$ cat src/hdl/sha_pkg.sv
// ----------------------------------------------------------------------------
// SHA-256 engine package
// Shared constants, round tables and control types for the hash engine.
// ----------------------------------------------------------------------------
`default_nettype none

package sha_pkg;

   localparam int unsigned WORD_W     = 32;
   localparam int unsigned BLOCK_WDS  = 16;
   localparam int unsigned CHAIN_WDS  = 8;
   localparam int unsigned ROUNDS     = 64;
   localparam int unsigned WADDR_W    = $clog2(BLOCK_WDS);

   localparam logic [7:0] PAD_MARKER  = 8'h80;
   localparam logic [5:0] LEN_START   = 6'd56;
   localparam logic [5:0] FILL_LAST   = 6'd63;

   typedef logic [CHAIN_WDS-1:0][WORD_W-1:0] chain_type;

   localparam chain_type H_INIT = {
      32'h5be0cd19, 32'h1f83d9ab, 32'h9b05688c, 32'h510e527f,
      32'ha54ff53a, 32'h3c6ef372, 32'hbb67ae85, 32'h6a09e667
   };

   localparam logic [WORD_W-1:0] K_TABLE [ROUNDS] = '{
      32'h428a2f98, 32'h71374491, 32'hb5c0fbcf, 32'he9b5dba5,
      32'h3956c25b, 32'h59f111f1, 32'h923f82a4, 32'hab1c5ed5,
      32'hd807aa98, 32'h12835b01, 32'h243185be, 32'h550c7dc3,
      32'h72be5d74, 32'h80deb1fe, 32'h9bdc06a7, 32'hc19bf174,
      32'he49b69c1, 32'hefbe4786, 32'h0fc19dc6, 32'h240ca1cc,
      32'h2de92c6f, 32'h4a7484aa, 32'h5cb0a9dc, 32'h76f988da,
      32'h983e5152, 32'ha831c66d, 32'hb00327c8, 32'hbf597fc7,
      32'hc6e00bf3, 32'hd5a79147, 32'h06ca6351, 32'h14292967,
      32'h27b70a85, 32'h2e1b2138, 32'h4d2c6dfc, 32'h53380d13,
      32'h650a7354, 32'h766a0abb, 32'h81c2c92e, 32'h92722c85,
      32'ha2bfe8a1, 32'ha81a664b, 32'hc24b8b70, 32'hc76c51a3,
      32'hd192e819, 32'hd6990624, 32'hf40e3585, 32'h106aa070,
      32'h19a4c116, 32'h1e376c08, 32'h2748774c, 32'h34b0bcb5,
      32'h391c0cb3, 32'h4ed8aa4a, 32'h5b9cca4f, 32'h682e6ff3,
      32'h748f82ee, 32'h78a5636f, 32'h84c87814, 32'h8cc70208,
      32'h90befffa, 32'ha4506ceb, 32'hbef9a3f7, 32'hc67178f2
   };

   typedef struct packed {
      logic start;
      logic reinit;
   } core_ctrl_type;

   typedef struct packed {
      logic      busy;
      logic      done;
      chain_type chain;
   } core_stat_type;

   function automatic logic [WORD_W-1:0] rotr(input logic [WORD_W-1:0] x,
                                              input int unsigned n);
      rotr = (x >> n) | (x << (WORD_W - n));
   endfunction

endpackage

`default_nettype wire

$ cat src/hdl/sha_ifc.sv
// ----------------------------------------------------------------------------
// SHA-256 engine channels
// Valid/ready channels for message bytes and digest words.
// ----------------------------------------------------------------------------
`default_nettype none

interface sha_req_if;
   logic       valid;
   logic       ready;
   logic [7:0] byte_value;
   logic       byte_present;
   logic       end_of_message;
   modport source (output valid, byte_value, byte_present, end_of_message, input ready);
   modport sink   (input valid, byte_value, byte_present, end_of_message, output ready);
endinterface

interface sha_rsp_if;
   logic        valid;
   logic        ready;
   logic [63:0] digest_word;
   logic [1:0]  word_index;
   logic        last_word;
   modport source (output valid, digest_word, word_index, last_word, input ready);
   modport sink   (input valid, digest_word, word_index, last_word, output ready);
endinterface

`default_nettype wire

$ cat src/hdl/sha_ram.sv
// ----------------------------------------------------------------------------
// Generic RAM
// One write port, one read port with registered read data.
// ----------------------------------------------------------------------------
`default_nettype none

module sha_ram #(
   parameter int unsigned WIDTH = 32,
   parameter int unsigned DEPTH = 16
) (
   input  wire logic                     clock,
   input  wire logic                     wr_en,
   input  wire logic [$clog2(DEPTH)-1:0] wr_addr,
   input  wire logic [WIDTH-1:0]         wr_data,
   input  wire logic [$clog2(DEPTH)-1:0] rd_addr,
   output      logic [WIDTH-1:0]         rd_data
);

   logic [WIDTH-1:0] mem_ff [DEPTH];

   always_ff @(posedge clock) begin
      if (wr_en) begin
         mem_ff[wr_addr] <= wr_data;
      end
      rd_data <= mem_ff[rd_addr];
   end

endmodule

`default_nettype wire

$ cat src/hdl/sha_core.sv
// ----------------------------------------------------------------------------
// SHA-256 compression core
// Runs 64 rounds, one per cycle, reading block words from the buffer RAM.
// ----------------------------------------------------------------------------
`default_nettype none

module sha_core
   import sha_pkg::*;
(
   input  wire logic                clock,
   input  wire logic                reset,
   input  wire core_ctrl_type       ctrl,
   output      core_stat_type       stat,
   output      logic [WADDR_W-1:0]  rd_addr,
   input  wire logic [WORD_W-1:0]   rd_data
);

   typedef enum logic [1:0] {IDLE, PRIME, ROUND, FINAL} state_type;

   state_type        state_ff;
   logic [5:0]       round_ff;
   chain_type        v_ff;
   chain_type        chain_ff;
   logic [WORD_W-1:0] win_ff [BLOCK_WDS];

   logic [WORD_W-1:0] w_in, sg0, sg1, t1, t2;

   always_comb begin
      sg0 = rotr(win_ff[1], 7) ^ rotr(win_ff[1], 18) ^ (win_ff[1] >> 3);
      sg1 = rotr(win_ff[14], 17) ^ rotr(win_ff[14], 19) ^ (win_ff[14] >> 10);
      if (round_ff < 6'(BLOCK_WDS)) begin
         w_in = rd_data;
      end else begin
         w_in = win_ff[0] + sg0 + win_ff[9] + sg1;
      end
      t1 = v_ff[7] + (rotr(v_ff[4], 6) ^ rotr(v_ff[4], 11) ^ rotr(v_ff[4], 25))
         + ((v_ff[4] & v_ff[5]) ^ (~v_ff[4] & v_ff[6])) + K_TABLE[round_ff] + w_in;
      t2 = (rotr(v_ff[0], 2) ^ rotr(v_ff[0], 13) ^ rotr(v_ff[0], 22))
         + ((v_ff[0] & v_ff[1]) ^ (v_ff[0] & v_ff[2]) ^ (v_ff[1] & v_ff[2]));
      // The word for the next round is fetched in the cycle before it is used.
      rd_addr = (state_ff == ROUND) ? round_ff[WADDR_W-1:0] + 1'b1 : '0;
   end

   always_ff @(posedge clock) begin
      if (reset) begin
         state_ff <= IDLE;
         round_ff <= '0;
         chain_ff <= H_INIT;
      end else begin
         unique case (state_ff)
            IDLE: begin
               if (ctrl.start) begin
                  v_ff     <= chain_ff;
                  round_ff <= '0;
                  state_ff <= PRIME;
               end else if (ctrl.reinit) begin
                  chain_ff <= H_INIT;
               end
            end
            PRIME: begin
               state_ff <= ROUND;
            end
            ROUND: begin
               v_ff <= {v_ff[6:4], v_ff[3] + t1, v_ff[2:0], t1 + t2};
               for (int i = 0; i < BLOCK_WDS - 1; i++) begin
                  win_ff[i] <= win_ff[i+1];
               end
               win_ff[BLOCK_WDS-1] <= w_in;
               round_ff <= round_ff + 1'b1;
               if (round_ff == 6'(ROUNDS - 1)) begin
                  state_ff <= FINAL;
               end
            end
            FINAL: begin
               for (int i = 0; i < CHAIN_WDS; i++) begin
                  chain_ff[i] <= chain_ff[i] + v_ff[i];
               end
               state_ff <= IDLE;
            end
            default: state_ff <= IDLE;
         endcase
      end
   end

   assign stat.busy  = (state_ff != IDLE);
   assign stat.done  = (state_ff == FINAL);
   assign stat.chain = chain_ff;

`ifndef NO_ASSERTIONS
   a_start_idle: assert property (@(posedge clock) disable iff (reset)
      ctrl.start |-> state_ff == IDLE)
      else $error("compression started while busy");
   a_final_after_last: assert property (@(posedge clock) disable iff (reset)
      state_ff == FINAL |-> $past(round_ff) == 6'(ROUNDS - 1))
      else $error("final step without last round");
   a_prime_next: assert property (@(posedge clock) disable iff (reset)
      state_ff == PRIME |=> state_ff == ROUND && round_ff == '0)
      else $error("round zero not entered after prime");
`endif

endmodule

`default_nettype wire

$ cat src/hdl/sha256_hash_engine.sv
// ----------------------------------------------------------------------------
// SHA-256 hash engine
// Gathers message bytes into a word RAM, pads, compresses and emits digest.
// ----------------------------------------------------------------------------
//   channel  direction  payload
//   req      in         byte_value, byte_present, end_of_message
//   rsp      out        digest_word, word_index, last_word
//
// A byte beat is taken whenever the block is idle; each 64th byte starts a
// compression (a prime step, 64 rounds, one chaining update). An end beat
// adds padding and one or two compressions, then four digest beats. Reset
// is synchronous; the block takes no beat while it compresses, pads or
// offers digest words, and a stalled rsp holds its word.
// ----------------------------------------------------------------------------
`default_nettype none

module sha256_hash_engine
   import sha_pkg::*;
(
   input  wire logic clock,
   input  wire logic reset,
   sha_req_if.sink   req_ch,
   sha_rsp_if.source rsp_ch
);

   typedef enum logic [1:0] {IDLE, PAD, COMP, OUT} state_type;
   typedef enum logic [1:0] {PH_NONE, PH_MARK, PH_ZERO, PH_LEN} phase_type;

   state_type    state_ff;
   phase_type    phase_ff;
   logic [5:0]   fill_ff;
   logic [63:0]  total_ff;
   logic [63:0]  len_ff;
   logic [23:0]  word_ff;
   logic [1:0]   idx_ff;

   logic          put_en;
   logic [7:0]    put_byte;
   logic          accept;
   core_ctrl_type ctrl;
   core_stat_type stat;
   logic [WADDR_W-1:0] rd_addr;
   logic [WORD_W-1:0]  rd_data;

   assign req_ch.ready = (state_ff == IDLE);
   assign accept       = req_ch.valid && req_ch.ready;

   always_comb begin
      put_en   = 1'b0;
      put_byte = req_ch.byte_value;
      if (state_ff == IDLE) begin
         put_en = accept && req_ch.byte_present;
      end else if (state_ff == PAD) begin
         case (phase_ff)
            PH_MARK: begin
               put_en   = 1'b1;
               put_byte = PAD_MARKER;
            end
            PH_ZERO: begin
               put_en   = (fill_ff != LEN_START);
               put_byte = '0;
            end
            PH_LEN: begin
               put_en   = 1'b1;
               put_byte = len_ff[63:56];
            end
            default: put_en = 1'b0;
         endcase
      end
   end

   assign ctrl.start  = put_en && (fill_ff == FILL_LAST);
   assign ctrl.reinit = (state_ff == OUT) && rsp_ch.ready && (idx_ff == 2'd3);

   sha_ram #(.WIDTH(WORD_W), .DEPTH(BLOCK_WDS)) u_block_ram (
      .clock   (clock),
      .wr_en   (put_en && (fill_ff[1:0] == 2'd3)),
      .wr_addr (fill_ff[5:2]),
      .wr_data ({word_ff, put_byte}),
      .rd_addr (rd_addr),
      .rd_data (rd_data)
   );

   sha_core u_core (
      .clock   (clock),
      .reset   (reset),
      .ctrl    (ctrl),
      .stat    (stat),
      .rd_addr (rd_addr),
      .rd_data (rd_data)
   );

   always_ff @(posedge clock) begin
      if (reset) begin
         state_ff <= IDLE;
         phase_ff <= PH_NONE;
         fill_ff  <= '0;
         total_ff <= '0;
         idx_ff   <= '0;
      end else begin
         if (put_en) begin
            word_ff <= {word_ff[15:0], put_byte};
            fill_ff <= fill_ff + 1'b1;
         end
         unique case (state_ff)
            IDLE: begin
               if (accept) begin
                  if (req_ch.byte_present) begin
                     total_ff <= total_ff + 1'b1;
                  end
                  if (req_ch.end_of_message) begin
                     len_ff   <= {total_ff[60:0] + 61'(req_ch.byte_present), 3'b000};
                     phase_ff <= PH_MARK;
                     state_ff <= ctrl.start ? COMP : PAD;
                  end else if (ctrl.start) begin
                     state_ff <= COMP;
                  end
               end
            end
            PAD: begin
               case (phase_ff)
                  PH_MARK: phase_ff <= PH_ZERO;
                  PH_ZERO: begin
                     if (fill_ff == LEN_START) begin
                        phase_ff <= PH_LEN;
                     end
                  end
                  PH_LEN:  len_ff <= {len_ff[55:0], 8'h00};
                  default: phase_ff <= PH_NONE;
               endcase
               if (ctrl.start) begin
                  state_ff <= COMP;
               end
            end
            COMP: begin
               if (stat.done) begin
                  if (phase_ff == PH_LEN) begin
                     idx_ff   <= '0;
                     state_ff <= OUT;
                  end else if (phase_ff == PH_NONE) begin
                     state_ff <= IDLE;
                  end else begin
                     state_ff <= PAD;
                  end
               end
            end
            OUT: begin
               if (rsp_ch.ready) begin
                  idx_ff <= idx_ff + 1'b1;
                  if (idx_ff == 2'd3) begin
                     total_ff <= '0;
                     fill_ff  <= '0;
                     phase_ff <= PH_NONE;
                     state_ff <= IDLE;
                  end
               end
            end
            default: state_ff <= IDLE;
         endcase
      end
   end

   assign rsp_ch.valid       = (state_ff == OUT);
   assign rsp_ch.digest_word = {stat.chain[{idx_ff, 1'b0}], stat.chain[{idx_ff, 1'b1}]};
   assign rsp_ch.word_index  = idx_ff;
   assign rsp_ch.last_word   = (idx_ff == 2'd3);

`ifndef NO_ASSERTIONS
   a_no_input_while_busy: assert property (@(posedge clock) disable iff (reset)
      stat.busy |-> !req_ch.ready)
      else $error("input taken during compression");
   a_out_exclusive: assert property (@(posedge clock) disable iff (reset)
      rsp_ch.valid |-> !req_ch.ready && !stat.busy)
      else $error("digest offered while block active");
   a_restart_clean: assert property (@(posedge clock) disable iff (reset)
      rsp_ch.valid && rsp_ch.ready && rsp_ch.last_word |=> fill_ff == '0 && total_ff == '0)
      else $error("state not cleared after digest");
   a_out_after_fill: assert property (@(posedge clock) disable iff (reset)
      $rose(rsp_ch.valid) |-> fill_ff == '0)
      else $error("digest before block boundary");
`endif

endmodule

`default_nettype wire
$ cat src/flat_wrapper.sv
// flat-port wrapper written by rule: the top's interface ports become plain ports
module sha256_hash_engine_flat import sha_pkg::*;
  (clock, reset, req_ch_valid, req_ch_byte_value, req_ch_byte_present, req_ch_end_of_message, req_ch_ready, rsp_ch_valid, rsp_ch_digest_word, rsp_ch_word_index, rsp_ch_last_word, rsp_ch_ready);
  sha_req_if req_ch_i ();
  sha_rsp_if rsp_ch_i ();
  input  wire logic clock;
  input  wire logic reset;
  input wire logic [$bits(req_ch_i.valid)-1:0] req_ch_valid;
  input wire logic [$bits(req_ch_i.byte_value)-1:0] req_ch_byte_value;
  input wire logic [$bits(req_ch_i.byte_present)-1:0] req_ch_byte_present;
  input wire logic [$bits(req_ch_i.end_of_message)-1:0] req_ch_end_of_message;
  output wire logic [$bits(req_ch_i.ready)-1:0] req_ch_ready;
  output wire logic [$bits(rsp_ch_i.valid)-1:0] rsp_ch_valid;
  output wire logic [$bits(rsp_ch_i.digest_word)-1:0] rsp_ch_digest_word;
  output wire logic [$bits(rsp_ch_i.word_index)-1:0] rsp_ch_word_index;
  output wire logic [$bits(rsp_ch_i.last_word)-1:0] rsp_ch_last_word;
  input wire logic [$bits(rsp_ch_i.ready)-1:0] rsp_ch_ready;
  assign req_ch_i.valid = req_ch_valid;
  assign req_ch_i.byte_value = req_ch_byte_value;
  assign req_ch_i.byte_present = req_ch_byte_present;
  assign req_ch_i.end_of_message = req_ch_end_of_message;
  assign req_ch_ready = req_ch_i.ready;
  assign rsp_ch_valid = rsp_ch_i.valid;
  assign rsp_ch_digest_word = rsp_ch_i.digest_word;
  assign rsp_ch_word_index = rsp_ch_i.word_index;
  assign rsp_ch_last_word = rsp_ch_i.last_word;
  assign rsp_ch_i.ready = rsp_ch_ready;
  sha256_hash_engine u_core (.clock(clock), .reset(reset), .req_ch(req_ch_i), .rsp_ch(rsp_ch_i));
endmodule
$ cat config.mk
export PLATFORM = sky130hd
export DESIGN_NAME = sha256_hash_engine_flat
export DESIGN_NICKNAME = d
export VERILOG_FILES = /design/src/hdl/sha_pkg.sv /design/src/hdl/sha_ifc.sv /design/src/hdl/sha_ram.sv /design/src/hdl/sha_core.sv /design/src/hdl/sha256_hash_engine.sv /design/src/flat_wrapper.sv
export SDC_FILE = /design/constraint.sdc
export NUM_CORES = 2
export LEC_CHECK = 0
export BUFFER_PORTS_ARGS = -buffer_cell sky130_fd_sc_hd__buf_2
export CORE_MARGIN = 4
export CORE_UTILIZATION = 66
export CTS_BUF_LIST = sky130_fd_sc_hd__clkbuf_8
export CTS_CLUSTER_DIAMETER = 120
export DETAILED_ROUTE_END_ITERATION = 10
export PLACE_DENSITY = 0.83
export SLEW_MARGIN = 20
export SYNTH_ARGS = -nofsm -noshare
export SYNTH_HDL_FRONTEND = slang
export SYNTH_HIERARCHICAL = 1
export SYNTH_SLANG_ARGS = --single-unit
$ cat constraint.sdc
create_clock -name clock -period 59.9 [get_ports clock]
set_input_delay 14.975 -clock clock [delete_from_list [all_inputs] [get_ports clock]]
set_output_delay 14.975 -clock clock [all_outputs]
set_load 0.02 [all_outputs]
# Word-level counts from Yosys, hierarchy flattened
# Memory sizes are Yosys's and may differ from the RTL's. A register that Yosys moved wholly into a read port is not among the register bits.
# Cells that the tools add are included.
# classes
bitwise	29
addsub	24
eq_ne	29
n_shift	0
n_reduce_logical	26
div	0
muxes	61
n_lt_le_gt_ge	4
n_mul	0
# ops
cell	n
$pmux W256 S2	2
$mux W256	3
$add A32 B32 Y32	18
$mux W64	7
$xor A32 B32 Y32	9
$pmux W64 S2	2
$and A32 B32 Y32	5
$mux W32	5
$bmux W32 S2	2
$add A64 B1 Y64 const B	1
$add A61 B1 Y61	1
$mux W2	16
$not A32 Y32	1
$or A10 B32 Y32	1
$or A13 B32 Y32	1
$or A14 B32 Y32	1
$or A15 B32 Y32	1
$or A19 B32 Y32	1
$or A21 B32 Y32	1
$or A25 B32 Y32	1
$or A26 B32 Y32	1
$or A30 B32 Y32	1
$or A7 B32 Y32	1
$xor A32 B22 Y32	1
36 further kinds	90
# word_totals
reg_bits	684
mem_count	3
out_inout_bits	69
inputBits	14
ramBits	1024
rom_bits	2048
latchBits	0
word_cells	201
# memory_table
memory	depth	word_bits	rd	rd_clocked_by_memory_dff	wr	line	source
(name not given)	64	32	1	0	0	sha_core.sv:37	+ ((v_ff[4] & v_ff[5]) ^ (~v_ff[4] & v_ff[6])) + K_TABLE[round_ff] + w_in;
u_core.u_block_ram.mem_ff	16	32	1	1	1	sha_ram.sv:19	logic [WIDTH-1:0] mem_ff [DEPTH];
u_core.u_core.win_ff	16	32	16	0	16	sha_core.sv:24	logic [WORD_W-1:0] win_ff [BLOCK_WDS];

# Logic depth before layout (Yosys ltp)
# An unclocked memory read counts as a cell.
# depth
depth_word	11
ltp_mapped	45
ltp_nobuf	45

# Hierarchy
# The synthesis kept the hierarchy.
# modules_own_cells
module	n_inst	seq_area_each_um2	area_each_um2	cells_per_inst
sha_core	1	28347.2	62907.8	5816
sha_ram	1	16015.4	19835.3	838
sha256_hash_engine	1	4013.8	9903.2	995

# Worst setup path after synthesis
# Ideal clock, no wire load.
# synth_timing
path_type	input port to flip-flop
startpoint	in reset
endpoint	mem u_core.u_core.win_ff[0][0] (enable)
setup_time_ps	1455
required_ps	58445
slack_ps	20810
cell_stages	3
t_arrival_ps	37636
path_buffers	2
path_cell_list	clkbuf_1 clkbuf_1 nor2b_1
# synth_lines
item	line	source
from (decl)	flat_wrapper.sv:7	input wire logic reset;
to (decl)	sha_core.sv:24	

==> run_results.csv <==
group,metric,value,unit
yosys,postSynthCellCount,7649,
critical_path,cp_data_required_time,60.81,ns
grt,grt_pass1_wl,394000,µm
critical_path,cp_top_family,"simple AND/OR/NAND/NOR gates",
drt,viasPerCell,6.60,
drt,wl_per_cell,27.1,µm
layout,seqCellArea,48400,µm²
clock_network,ctsHtreeMaxLevel,5,
critical_path,criticalPathCategory,"in -> reg",
yosys,ys_types,107,
sta,setup_ws,41.28,ns
clock_network,ctsResizeCount,0,
power_and_ir_drop,power_density,23.1,nW/µm²
floorplanning,die_w,383,µm
yosys,syn_area_per_cell,12.1,µm²
placed_design,pre_cts_slack,40.41,ns
sta,finalSetupTns,0,ns
clock_network,cts_setup_buffers,0,
floorplanning,core_area,140000,µm²
layout,drive_gt1_frac,0.140,
critical_path,slowest_delay,0.81,ns
placed_design,gp_congestion,1.00,
yosys,synth_area_leader_cell,"edfxtp_1",
critical_path,cpMaxStageDelayCell,"buf_4",
grt,grt_max_degree,189,
placed_design,dpl.hpwl,186000,µm
clock_network,numCtsBuffers,300,
grt,grt_pass1_vias,62500,
power_and_ir_drop,p_leak,36.3,nW
critical_path,cp.arrival,19.53,ns
yosys,synthTopCellsByArea,"edfxtp_1 44%, dfxtp_1 8.0%, ha_1 5.6%",
clock_network,numClockSinks,1734,
drt,drtIter0Drc,7743,
yosys,ys_ff_latch,1734,
sta,skew,0.0956,ns
run_status,outcome,"complete, no violations",
grt,antenna_found_initial,16,
layout,nFillCells,9565,
layout,design_area,100000,µm²
drt,route.detailed.drc,0,
flow_run,max_cap_viol_count,0,
power_and_ir_drop,power_frac_seq,0.557,
yosys,synthFlopType,"edfxtp_1",
drt,detail-route-antenna-nets,0,
yosys,yosysWarnings,6,
sta,worst_slew_pin_slew,1.36,ns
sta,slew_headroom,0.0849,
sta,fmax,53.7,MHz
critical_path,endpoint_kind,"flop",
floorplanning,die-area,146000,µm²
critical_path,worstSetupStartpointType,"input pin",
layout,final_cell_mix,"1365 x edfxtp_1, 520 x nand2_1, 509 x inv_1",
layout,area_growth,8.35,%
sta,grt_setup_unrepaired,"no",
yosys,netlist_area,92600,µm²
sta,finalHoldViolations,0,
power_and_ir_drop,p_sw_frac,0.213,
placed_design,port_buffers,82,
layout,final_nets,8373,
power_and_ir_drop,combPwrFrac,0.011,
yosys,synth-seq-area-share,0.522,
floorplanning,die_h,383,µm
power_and_ir_drop,p_switching,493,µW
power_and_ir_drop,clkPwrFrac,0.432,
worst_hold_path,hold_class,"reg -> reg",
sta,drv_slew,0,
layout,fin_util,0.719,
critical_path,worstPathBufferInverterCount,4,
yosys,syn-num-nets,8272,
floorplanning,io_pins,83,
sta,fin_crit,18.62,ns
sta,finalCritPeriodShare,0.311,
sta,setup_viol,0,
floorplanning,start_util,0.664,
critical_path,crit_top_cell,"buf_4",
placed_design,dpl-instance-area,94900,µm²
power_and_ir_drop,finalPower,2.32,mW
drt,drt_wl_total,267000,µm
clock_network,tritoncts,"built",
clock_network,root_buffer,"clkbuf_8",
grt,grt.total_usage,0.358,
clock_network,ctsHoldBuffers,0,
clock_network,clockBufferDepth,4,
yosys,synth-async-reset-ratio,0,
grt,gr-total-overflow,0,
clock_network,clkSlewWorstSetupHoldPaths,0.06,ns
power_and_ir_drop,intPower,1.83,mW
layout,multi_input_area,41500,µm²
power_and_ir_drop,irDropWorstVdd,0.0000285,V
yosys,synth_edf_count,1365,
drt,drtPass1Iterations,9,
critical_path,path_cells,"buf_2, and3_1, a21oi_1, nor3_1, nor2_1, a22oi_2, buf_4, nor2_4, buf_4, nand2_1, buf_4, nor3b_1, mux2i_1, nand3_1",
clock_network,clk-insertion-delay-late,1.02,ns
yosys,synth_top_area_frac,0.442,
critical_path,cp_max_fo,66,
drt,dr_total_vias,64900,
layout,final_common_cell,"edfxtp_1",
floorplanning,row_count,137,
## layout make-up
type,count,share of cell area
Antenna cell,6,0.000150
Clock buffer,329,0.0451
Clock inverter,180,0.00926
Inverter,411,0.0154
Multi-Input combinational cell,5133,0.413
Sequential cell,1734,0.482
Tap cell,1876,0.0234
Timing Repair Buffer,170,0.0115
## worst register-to-register path: cells and delay by family (launching register included)
kind                       cells  cell delay (ns)
AOI/OAI and AO/OA             13             3.22
xor gates and xnor gates       5             1.21
adders and majority gates      9             4.09
buffers and inverters          6             0.40
DFF                            1             0.60
muxes                          1             0.26
and+or+nand+nor                9             2.82
## sequential cells by signal, summed over array words and instances (netlist names)
| name | cells |
|---|---|
| u_core/state_ff | 2 |
| u_core/u_core/v_ff | 256 |
| u_core/u_block_ram/mem_ff | 512 |
| u_core/u_core/state_ff | 2 |
| u_core/phase_ff | 2 |
| u_core/u_core/round_ff | 6 |
| u_core/len_ff | 61 |
| u_core/u_block_ram/rd_data | 32 |
| u_core/u_core/stat | 256 |
| u_core/word_ff | 24 |
| u_core/fill_ff | 6 |
| u_core/total_ff | 61 |
| u_core/u_core/win_ff | 512 |
| u_core/rsp_ch.word_index | 2 |
## cell families (layout without fill, tap and decap cells)
family,after synthesis,in the layout,synth area share
AND/OR/NAND/NOR,1670,1670,0.0859
other,0,6,0
flip-flops,1734,1734,0.522
buffers and inverters,782,1090,0.0329
multiplexers,477,477,0.0816
AO/OA/AOI/OAI,1734,1734,0.118
XOR/XNOR,639,639,0.0606
adder cells (fa/ha/maj),613,613,0.0986
## final timing paths
| kind | from | end | slack, ns | cells past startpoint |
|---|---|---|---|---|
| setup / recovery | req_ch_valid | u_core/u_core/stat[84] | 41.28 | 14 |
| hold reg to reg | u_core/u_core/win_ff[0][129] | u_core/u_core/win_ff[0][97] | 0.39 | 0 |
| setup reg to reg | u_core/u_core/win_ff[0][37] | u_core/u_core/v_ff[30] | 47.06 | 43 |
| hold / removal | u_core/u_core/win_ff[0][129] | u_core/u_core/win_ff[0][97] | 0.39 | 0 |
## power by group through the flow
stage | combinational (mW) | sequential, mW | clock [mW]
3_5_place_dp | 0.0248 | 1.32 | 0
5_1_grt | 0.0273 | 1.29 | 1.08
2_1_floorplan | 0.0157 | 1.32 | 0
6_report | 0.0253 | 1.29 | 1.00
4_1_cts | 0.0250 | 1.29 | 1.02
3_3_place_gp | 0.0243 | 1.32 | 0
## layer usage
| layer | vias up | part of all wire | global-route usage |
|---|---|---|---|
| met5 | - | 0.00018 | 0 |
| met1 | 31800 | 0.39 | 0.495 |
| met3 | 753 | 0.11 | 0.0869 |
| li1 | 28600 | - | - |
| met2 | 3767 | 0.45 | 0.539 |
| met4 | 8 | 0.053 | 0.170 |
## synthesized netlist by cell type (17+ instances only)
master and n:
o21ai_0 402, o211ai_1 32, dfxtp_1 369, and3_1 34, and2_1 24, nor2_1 458
mux4_2 196, nand3_1 146, nand2_1 521, o21a_1 50, or3_1 76, a31oi_1 65
inv_1 408, a22oi_1 124, nor4_1 20, fa_1 196, o21bai_1 40, ha_1 413
nor2b_1 49, clkbuf_1 275, buf_1 42, a211o_1 21, a21oi_1 472, xor2_1 210
nor3_1 100, a21o_1 180, mux2_2 266, o22ai_1 84, o31ai_1 24, or4_1 17
nand2b_1 68, a211oi_1 58, buf_2 38, xnor2_1 427, nand4_1 75, edfxtp_1 1365
## through the flow
| stage | hold slack, ns | instances |
|---|---|---|
| CTS | 0.382 | 9831 |
| global placement | 0.400 | 9321 |
| global route | 0.390 | 9837 |
| detailed placement | 0.405 | 9322 |
| floorplan | 0.400 | 7649 |
| finish | 0.391 | 9839 |
Power figures use the tool's default switching activity.
